<file path="config.mk">
export PLATFORM = sky130hd
export DESIGN_NAME = timed_decision_release_queue
export DESIGN_NICKNAME = d
export VERILOG_FILES = /design/src/rtl/trq_pkg.sv /design/src/rtl/timed_decision_release_queue.sv /design/src/rtl/trq_front.sv /design/src/rtl/trq_back.sv
export SDC_FILE = /design/constraint.sdc
export NUM_CORES = 1
export LEC_CHECK = 0
export BUFFER_PORTS_ARGS = -buffer_cell sky130_fd_sc_hd__buf_2
export CAP_MARGIN = 5
export CORE_ASPECT_RATIO = 1.75
export CORE_UTILIZATION = 56
export CTS_CLUSTER_DIAMETER = 60
export DETAILED_ROUTE_END_ITERATION = 10
export PLACE_DENSITY = 0.84
export SYNTH_ARGS = -nofsm -noshare
export SYNTH_HDL_FRONTEND = slang
export SYNTH_SLANG_ARGS = --single-unit
</file>
<file path="constraint.sdc">
create_clock -name i_clk -period 5.05 [get_ports i_clk]
set_input_delay 1.2625 -clock i_clk [delete_from_list [all_inputs] [get_ports i_clk]]
set_output_delay 1.2625 -clock i_clk [all_outputs]
set_load 0.005 [all_outputs]
</file>
<file path="src/rtl/trq_pkg.sv">
// Package of the timed decision release queue: sizes, result kinds, command type
// and the time classification function. Depends on nothing.
package trq_pkg;

    localparam int QUEUE_DEPTH = 16;
    localparam int Q_AW        = (QUEUE_DEPTH > 1) ? $clog2(QUEUE_DEPTH) : 1;
    localparam int FILL_W      = $clog2(QUEUE_DEPTH + 1);

    localparam int TIME_W      = 16;
    localparam int FRAME_W     = 12;
    localparam int SUB_W       = 4;
    localparam int CUR_FRAME_W = 10;
    localparam int TAG_W       = 16;
    localparam int ENTRY_W     = TIME_W + TAG_W;
    localparam int LIN_W       = 16;
    localparam int CLIN_W      = 14;
    localparam int DIFF_W      = 18;
    localparam int WIN_W       = 14;
    localparam int CNT_W       = 32;

    localparam int SF_WRAP = 10240;
    localparam logic [WIN_W-1:0] WIN_RESET = WIN_W'(10);

    typedef enum logic [1:0] {
        KIND_PUSH_OK   = 2'd0,
        KIND_PUSH_FULL = 2'd1,
        KIND_RELEASED  = 2'd2,
        KIND_EMPTY     = 2'd3
    } t_kind;

    typedef enum logic [1:0] {
        CLS_NOW    = 2'd0,
        CLS_STALE  = 2'd1,
        CLS_FUTURE = 2'd2
    } t_class;

    typedef struct packed {
        logic                   is_tick;
        logic [TIME_W-1:0]      target;
        logic [TAG_W-1:0]       tag;
        logic [CUR_FRAME_W-1:0] cur_frame;
        logic [SUB_W-1:0]       cur_sub;
        logic [CLIN_W-1:0]      cur_lin;
    } t_cmd;

    // Frame times ten plus subframe, built from shifts.
    function automatic logic [LIN_W-1:0] lin_time(input logic [FRAME_W-1:0] f,
                                                  input logic [SUB_W-1:0] s);
        return LIN_W'({f, 3'b000}) + LIN_W'({f, 1'b0}) + LIN_W'(s);
    endfunction

    function automatic logic [Q_AW-1:0] next_idx(input logic [Q_AW-1:0] idx);
        return (idx == Q_AW'(QUEUE_DEPTH - 1)) ? '0 : idx + 1'b1;
    endfunction

    function automatic t_class classify(input logic [TIME_W-1:0]      target,
                                        input logic [CUR_FRAME_W-1:0] cf,
                                        input logic [SUB_W-1:0]       cs,
                                        input logic [CLIN_W-1:0]      clin,
                                        input logic [WIN_W-1:0]       window);
        logic [FRAME_W-1:0]       f;
        logic [SUB_W-1:0]         s;
        logic [FRAME_W-1:0]       fcur;
        logic [LIN_W-1:0]         tlin;
        logic signed [DIFF_W-1:0] d_late;
        logic signed [DIFF_W-1:0] d_early;
        logic signed [DIFF_W-1:0] d;
        logic signed [DIFF_W-1:0] win_s;
        t_class                   cls;
        f       = target[TIME_W-1:SUB_W];
        s       = target[SUB_W-1:0];
        fcur    = FRAME_W'(cf);
        tlin    = lin_time(f, s);
        d_late  = $signed(DIFF_W'(tlin)) - $signed(DIFF_W'(clin));
        d_early = $signed(DIFF_W'(SF_WRAP)) + d_late;
        d       = (f > fcur) ? d_late : d_early;
        win_s   = $signed(DIFF_W'(window));
        if (f == fcur && s == cs) begin
            cls = CLS_NOW;
        end else if (f == fcur) begin
            cls = (s < cs) ? CLS_STALE : CLS_FUTURE;
        end else begin
            cls = (d > win_s) ? CLS_STALE : CLS_FUTURE;
        end
        return cls;
    endfunction

endpackage

</file>
<file path="src/rtl/timed_decision_release_queue.sv">
// Top level of the timed decision release queue: front end, command queue and
// back end. Depends on trq_pkg, trq_front and trq_back.
//
// Items enter on i_start while o_busy is low. With i_mode low an item pushes
// the decision i_decision_tag for time i_target_sfn_sf into a 16-entry queue;
// with i_mode high it is a subframe tick at i_cur_frame/i_cur_subframe.
// Each item gives exactly one result, shown for one cycle while o_valid is
// high: o_kind, o_released_tag, o_decision_count and o_missed_count.
// A push result, and a tick result on an empty queue, come from the idle state.
// Any other tick result comes from the evaluate state, passing through the read
// state for each stale head dropped while more heads remain behind it, because
// each further head needs a registered read of the decision memory.
// A two-entry command queue lets the next item be taken while the back end
// works, so pushes sustain one per cycle until o_busy rises when it is full.
// i_cfg_we writes i_cfg_wdata to the look-ahead window; the user must write it
// only while idle, as the block does not enforce it. Synchronous reset empties
// the queue, clears both counters, sets the window to 10 and drops any pending
// result. The receiver cannot stall, so every result is taken when it is shown.
module timed_decision_release_queue (
    input  logic                            i_clk,
    input  logic                            i_rst_n,
    input  logic                            i_start,
    output logic                            o_busy,
    input  logic                            i_mode,
    input  logic [trq_pkg::TIME_W-1:0]      i_target_sfn_sf,
    input  logic [trq_pkg::TAG_W-1:0]       i_decision_tag,
    input  logic [trq_pkg::CUR_FRAME_W-1:0] i_cur_frame,
    input  logic [trq_pkg::SUB_W-1:0]       i_cur_subframe,
    input  logic                            i_cfg_we,
    input  logic [trq_pkg::WIN_W-1:0]       i_cfg_wdata,
    output logic                            o_valid,
    output logic [1:0]                      o_kind,
    output logic [trq_pkg::TAG_W-1:0]       o_released_tag,
    output logic [trq_pkg::CNT_W-1:0]       o_decision_count,
    output logic [trq_pkg::CNT_W-1:0]       o_missed_count
);

    logic          cmd_valid;
    logic          cmd_pop;
    trq_pkg::t_cmd cmd;

    trq_front u_front (
        .i_clk           (i_clk),
        .i_rst_n         (i_rst_n),
        .i_start         (i_start),
        .i_mode          (i_mode),
        .i_target_sfn_sf (i_target_sfn_sf),
        .i_decision_tag  (i_decision_tag),
        .i_cur_frame     (i_cur_frame),
        .i_cur_subframe  (i_cur_subframe),
        .i_cmd_pop       (cmd_pop),
        .o_busy          (o_busy),
        .o_cmd_valid     (cmd_valid),
        .o_cmd           (cmd)
    );

    trq_back u_back (
        .i_clk            (i_clk),
        .i_rst_n          (i_rst_n),
        .i_cmd_valid      (cmd_valid),
        .i_cmd            (cmd),
        .i_cfg_we         (i_cfg_we),
        .i_cfg_wdata      (i_cfg_wdata),
        .o_cmd_pop        (cmd_pop),
        .o_valid          (o_valid),
        .o_kind           (o_kind),
        .o_released_tag   (o_released_tag),
        .o_decision_count (o_decision_count),
        .o_missed_count   (o_missed_count)
    );

endmodule

</file>
<file path="src/rtl/trq_front.sv">
// Front end of the timed decision release queue: accepts items, tags pushes
// and ticks and holds them in a two-entry command queue. Depends on trq_pkg.
module trq_front (
    input  logic                            i_clk,
    input  logic                            i_rst_n,
    input  logic                            i_start,
    input  logic                            i_mode,
    input  logic [trq_pkg::TIME_W-1:0]      i_target_sfn_sf,
    input  logic [trq_pkg::TAG_W-1:0]       i_decision_tag,
    input  logic [trq_pkg::CUR_FRAME_W-1:0] i_cur_frame,
    input  logic [trq_pkg::SUB_W-1:0]       i_cur_subframe,
    input  logic                            i_cmd_pop,
    output logic                            o_busy,
    output logic                            o_cmd_valid,
    output trq_pkg::t_cmd                   o_cmd
);

    trq_pkg::t_cmd r_q [2];
    logic          r_wr;
    logic          r_rd;
    logic [1:0]    r_cnt;
    logic          push;
    logic          pop;
    trq_pkg::t_cmd cmd_in;
    logic [trq_pkg::LIN_W-1:0] cur_lin;

    assign o_busy      = (r_cnt == 2'd2);
    assign o_cmd_valid = (r_cnt != 2'd0);
    assign o_cmd       = r_q[r_rd];
    assign push        = i_start && !o_busy;
    assign pop         = i_cmd_pop && o_cmd_valid;

    always_comb begin
        cur_lin          = trq_pkg::lin_time(trq_pkg::FRAME_W'(i_cur_frame), i_cur_subframe);
        cmd_in.is_tick   = i_mode;
        cmd_in.target    = i_target_sfn_sf;
        cmd_in.tag       = i_decision_tag;
        cmd_in.cur_frame = i_cur_frame;
        cmd_in.cur_sub   = i_cur_subframe;
        cmd_in.cur_lin   = cur_lin[trq_pkg::CLIN_W-1:0];
    end

    always_ff @(posedge i_clk) begin
        if (!i_rst_n) begin
            r_wr  <= 1'b0;
            r_rd  <= 1'b0;
            r_cnt <= 2'd0;
        end else begin
            if (push) begin
                r_wr <= ~r_wr;
            end
            if (pop) begin
                r_rd <= ~r_rd;
            end
            if (push && !pop) begin
                r_cnt <= r_cnt + 2'd1;
            end else if (pop && !push) begin
                r_cnt <= r_cnt - 2'd1;
            end
        end
    end

    always_ff @(posedge i_clk) begin
        if (push) begin
            r_q[r_wr] <= cmd_in;
        end
    end

endmodule

</file>
<file path="src/rtl/trq_back.sv">
// Back end of the timed decision release queue: decision memory, head walker,
// counters, window register and result strobe. Depends on trq_pkg.
module trq_back (
    input  logic                         i_clk,
    input  logic                         i_rst_n,
    input  logic                         i_cmd_valid,
    input  trq_pkg::t_cmd                i_cmd,
    input  logic                         i_cfg_we,
    input  logic [trq_pkg::WIN_W-1:0]    i_cfg_wdata,
    output logic                         o_cmd_pop,
    output logic                         o_valid,
    output logic [1:0]                   o_kind,
    output logic [trq_pkg::TAG_W-1:0]    o_released_tag,
    output logic [trq_pkg::CNT_W-1:0]    o_decision_count,
    output logic [trq_pkg::CNT_W-1:0]    o_missed_count
);

    typedef enum logic [2:0] {
        ST_IDLE = 3'b001,
        ST_READ = 3'b010,
        ST_EVAL = 3'b100
    } t_state;

    logic [trq_pkg::ENTRY_W-1:0] r_mem [trq_pkg::QUEUE_DEPTH];
    logic [trq_pkg::ENTRY_W-1:0] r_rd_data;

    t_state                      r_state, n_state;
    logic [trq_pkg::Q_AW-1:0]    r_head, n_head;
    logic [trq_pkg::Q_AW-1:0]    r_tail, n_tail;
    logic [trq_pkg::FILL_W-1:0]  r_fill, n_fill;
    logic [trq_pkg::CNT_W-1:0]   r_consumed, n_consumed;
    logic [trq_pkg::CNT_W-1:0]   r_missed, n_missed;
    logic [trq_pkg::WIN_W-1:0]   r_window;
    logic                        r_valid, n_valid;
    trq_pkg::t_kind              r_kind, n_kind;
    logic [trq_pkg::TAG_W-1:0]   r_tag, n_tag;
    trq_pkg::t_cmd               r_cur, n_cur;
    logic                        mem_we;
    trq_pkg::t_class             cls;

    assign o_valid          = r_valid;
    assign o_kind           = r_kind;
    assign o_released_tag   = r_tag;
    assign o_decision_count = r_consumed;
    assign o_missed_count   = r_missed;

    always_comb begin
        cls = trq_pkg::classify(r_rd_data[trq_pkg::ENTRY_W-1:trq_pkg::TAG_W],
                                r_cur.cur_frame, r_cur.cur_sub, r_cur.cur_lin, r_window);
    end

    always_comb begin
        n_state    = r_state;
        n_head     = r_head;
        n_tail     = r_tail;
        n_fill     = r_fill;
        n_consumed = r_consumed;
        n_missed   = r_missed;
        n_valid    = 1'b0;
        n_kind     = r_kind;
        n_tag      = r_tag;
        n_cur      = r_cur;
        mem_we     = 1'b0;
        o_cmd_pop  = 1'b0;
        case (r_state)
            ST_IDLE: begin
                if (i_cmd_valid) begin
                    o_cmd_pop = 1'b1;
                    n_tag     = '0;
                    if (!i_cmd.is_tick) begin
                        n_valid = 1'b1;
                        if (r_fill == trq_pkg::FILL_W'(trq_pkg::QUEUE_DEPTH)) begin
                            n_kind = trq_pkg::KIND_PUSH_FULL;
                        end else begin
                            mem_we = 1'b1;
                            n_tail = trq_pkg::next_idx(r_tail);
                            n_fill = r_fill + 1'b1;
                            n_kind = trq_pkg::KIND_PUSH_OK;
                        end
                    end else begin
                        n_cur = i_cmd;
                        if (r_fill == '0) begin
                            n_valid = 1'b1;
                            n_kind  = trq_pkg::KIND_EMPTY;
                        end else begin
                            n_state = ST_EVAL;
                        end
                    end
                end
            end
            ST_READ: begin
                n_state = ST_EVAL;
            end
            ST_EVAL: begin
                case (cls)
                    trq_pkg::CLS_NOW: begin
                        n_head     = trq_pkg::next_idx(r_head);
                        n_fill     = r_fill - 1'b1;
                        n_consumed = r_consumed + 1'b1;
                        n_valid    = 1'b1;
                        n_kind     = trq_pkg::KIND_RELEASED;
                        n_tag      = r_rd_data[trq_pkg::TAG_W-1:0];
                        n_state    = ST_IDLE;
                    end
                    trq_pkg::CLS_STALE: begin
                        n_head     = trq_pkg::next_idx(r_head);
                        n_fill     = r_fill - 1'b1;
                        n_consumed = r_consumed + 1'b1;
                        n_missed   = r_missed + 1'b1;
                        if (r_fill == trq_pkg::FILL_W'(1)) begin
                            n_valid = 1'b1;
                            n_kind  = trq_pkg::KIND_EMPTY;
                            n_state = ST_IDLE;
                        end else begin
                            n_state = ST_READ;
                        end
                    end
                    default: begin
                        n_valid = 1'b1;
                        n_kind  = trq_pkg::KIND_EMPTY;
                        n_state = ST_IDLE;
                    end
                endcase
            end
            default: begin
                n_state = ST_IDLE;
            end
        endcase
    end

    always_ff @(posedge i_clk) begin
        if (!i_rst_n) begin
            r_state    <= ST_IDLE;
            r_head     <= '0;
            r_tail     <= '0;
            r_fill     <= '0;
            r_consumed <= '0;
            r_missed   <= '0;
            r_valid    <= 1'b0;
            r_window   <= trq_pkg::WIN_RESET;
        end else begin
            r_state    <= n_state;
            r_head     <= n_head;
            r_tail     <= n_tail;
            r_fill     <= n_fill;
            r_consumed <= n_consumed;
            r_missed   <= n_missed;
            r_valid    <= n_valid;
            if (i_cfg_we) begin
                r_window <= i_cfg_wdata;
            end
        end
    end

    always_ff @(posedge i_clk) begin
        r_kind <= n_kind;
        r_tag  <= n_tag;
        r_cur  <= n_cur;
    end

    always_ff @(posedge i_clk) begin
        if (mem_we) begin
            r_mem[r_tail] <= {i_cmd.target, i_cmd.tag};
        end
        r_rd_data <= r_mem[r_head];
    end

endmodule

</file>
==> flow_summary.ini <==
[yosys]
syn-num-nets = 2151
synth_top_area_frac = 0.5987
yosys_warnings = 0
yosysTopAreaCell = edfxtp_1
ys_seq_area_frac = 0.6765
synth.distinct_cells = 64
synth_area_um2 = 33960
avgSynthCellArea_um2 = 17.13
synth_edf_count = 677
synth-main-ff-cell = edfxtp_1
synth_area_leaders = edfxtp_1 (60%), mux4_2 (11%), dfxtp_1 (7.8%), ha_1 (3.2%), mux2i_1 (2.2%)
synth_cells = 1982
synthArstFlopShare = 0
ys_seq_elements = 809

[final_layout]
syn2layout_area_growth_pct = 15.80
post-route-util = 0.6553
drive_above_1_share = 0.3096
final_cells = 3037
fin_nets = 2363
final_cell_area_um2 = 39320
diodes = 0

[critical_path]
slowest_delay_ns = 0.55
crit_family = adder cells
crit_buf_inv = 3
arrival_ns = 5.67
end_kind = flop
crit_path_start_kind = flop
worst_path_max_delay_cell = fa_1
critical_path.startpoint = u_back.r_rd_data[20]
r2r-start = u_back.r_rd_data[20]
critical_path.max_fanout = 8
cp_data_required_time_ns = 5.59
crit_chain = fa_1 > fa_1 > fa_2 > a21o_1 > a221oi_4 > o31ai_4 > xor2_2 > ha_4 > mux2_4 > ha_4 > and4_4 > a221oi_4 > a41oi_4 > o31ai_4 > buf_12 > buf_12 > buf_16 > a211oi_2 > mux2i_1
crit_type = flop to flop

[floorplanning]
core_um2 = 60000
num_rows = 119
floorplan.initialDensity = 0.5659
die_h_um = 327.8
num_io_pins = 149
fp.dieW_um = 188.1
dieArea_um2 = 61660

[power]
swShare = 0.3357
p_comb_frac = 0.402
pwr-share-seq = 0.362
ir_drop_v = 0.001137
p_total_mw = 23.25
internal-power_mw = 15.44
p_per_area_nw_per_um2 = 591.2
leakage_nw = 13.26
clockPowerShare = 0.236
switchingPower_mw = 7.803

[routing]
first_pass_iters = 5
drc = 0
drt_iter0_drc = 1635
vias = 19060
wl_per_cell_um = 26.64
postRouteAntennaNets = 0
viasPerCell = 6.276
drt-total-wl_mm = 80.90

[timing]
rsz0062_at_grt = yes
skew_ns = 0.02485
max_freq_mhz = 194.9
report.final.slew_viol_count = 0
worstMarginPinSlew_ns = 1.343
hold_violations = 0
slew_headroom = 0.1013
holdWs_ns = 0.4816
setup_tns_ns = -0.7460
finalCriticalPeriod_ns = 5.130
setup_violations = 24
min_period_over_period = 1.016
final.setup.worst_slack_ns = -0.07987

[grt]
antenna_found_initial = 2
grt_max_degree = 97
gr-usage-all-layers = 0.2648
grt_overflow = 0
grt_pass1_vias = 20020
grt_first_pass_wirelength_mm = 120.6

[cts]
cts-htree-levels = 3
clk_pin_slew_worst_paths_ns = 0.07
numCtsBuffers = 71
cts-root-buf = clkbuf_16
cts_buffer_depth = 3
clk_latency_ns = 0.63
cts_tree = done
cts_sinks = 809

[placement]
place_area_um2 = 36220
io_buffer_count = 148
gp_congestion = 0.8898
dp.cells = 2895
dp_slack_ns = -0.1597
dpl.hpwl_mm = 47.73

[hold_path]
min-delay-start = u_back.o_missed_count[31]
hold_path_class = flop to flop

[outcome]
violations = setup timing
outcome = finished with violations

[job]
maxCapViolCount = 0
-- logic make-up after synthesis --
kind of cell	Yosys count	share of synthesized area
mux	294	0.1478
xor+xnor	29	0.007701
simple gates	386	0.05844
flops	809	0.6765
buf+inv	164	0.01927
fa+ha+maj	104	0.04186
compound gates	196	0.04838
-- power groups by stage --
stage / registers, mW / logic [mW] / clock network, mW
2_1_floorplan: 8.50 / 5.04 / 0
3_3_place_gp: 8.51 / 6.97 / 0
3_5_place_dp: 8.55 / 7.33 / 0
4_1_cts: 8.42 / 8.54 / 5.55
5_1_grt: 8.46 / 9.95 / 5.79
6_report: 8.42 / 9.35 / 5.48
-- tightest hold or removal path, stage by stage, from the launching register on --
cell and delay, ns:
dfxtp_1 0.32, nand2_1 0.05, mux2i_1 0.06
-- synthesized netlist by cell type, types with 3 or more instances --
library cell	count
a2111oi_2	16
a211oi_1	12
a211oi_2	30
a21o_1	15
a21oi_1	42
a31o_2	3
a31oi_1	6
and2_1	13
and3_1	36
and4_1	8
buf_1	25
buf_2	4
buf_6	4
clkbuf_1	61
dfxtp_1	132
edfxtp_1	677
fa_1	16
ha_1	88
inv_1	68
mux2_2	60
mux2i_1	74
mux4_2	160
nand2_1	108
nand2b_1	66
nand3_1	39
nand4_1	18
nor2_1	62
nor2b_1	7
nor3_1	7
nor4_1	3
o211ai_1	11
o21a_1	4
o21ai_0	21
o21ai_1	4
o21bai_1	6
o31ai_1	5
or3_1	5
or4_1	5
xnor2_1	17
xor2_1	11
-- path summary, 6_finish.rpt --
path,endpoint,slack [ns],cells after the start
max,u_back.o_decision_count[26],-0.08,19
min,u_back.o_missed_count[31],0.48,2
max reg2reg,u_back.o_decision_count[26],-0.08,19
min reg2reg,u_back.o_missed_count[31],0.48,2
-- cell type report --
cell class / count / area, um^2
sequential: 809 / 22990
fill: 3795 / 20680
multi-input combinational: 1009 / 11100
clock buffer: 94 / 1956
timing repair buffer: 234 / 1649
tap: 786 / 983.4
clock inverter: 36 / 384.1
inverter: 69 / 260.3
-- timing repair --
item / in CTS / in global routing
setup endpoints to repair: 67 / 78
pin swaps: 13 / 22
hold buffers: 0 / 0
buffers inserted: 8 / 0
endpoints found under the hold margin: 0 / 0
gates cloned: 3 / 2
resized for setup: 28 / 57
-- layout by cell type, fill, tap and decap left out, types with 10 or more instances in the layout --
cell	instances
buf_4	64
nand2b_1	66
clkbuf_1	16
buf_2	147
nor2_1	46
mux4_2	160
nand2_1	107
xnor2_1	16
nand3_1	36
nand4_1	18
mux2_2	59
edfxtp_1	677
mux2i_1	74
a2111oi_4	14
nor2_4	13
inv_1	67
clkbuf_16	75
dfxtp_1	125
clkinv_2	11
a21o_1	15
a21oi_1	36
o211ai_1	11
a211oi_4	19
fa_1	15
xor2_1	10
and3_1	35
ha_1	82
and2_1	12
a211oi_2	22
o21ai_0	20
buf_12	13
-- per-layer routing --
| layer | GRT usage | share of wire | vias up |
|---|---|---|---|
| li1 | - | - | 8197 |
| met1 | 0.3003 | 0.35 | 9711 |
| met2 | 0.4726 | 0.53 | 895 |
| met3 | 0.04658 | 0.062 | 256 |
| met4 | 0.1448 | 0.055 | 0 |
| met5 | 0 | 0 | - |
-- sequential cells by signal, indices dropped and copies added (netlist names), 14 cells and up, named ones only --
signal	cells
u_back.r_mem	512
u_front.r_q	120
u_back.o_decision_count	32
u_back.o_missed_count	32
u_back.r_rd_data	32
u_back.r_cur	27
u_back.o_released_tag	16
u_back.r_window	14
No activity file was read; power rests on OpenSTA's default activity.
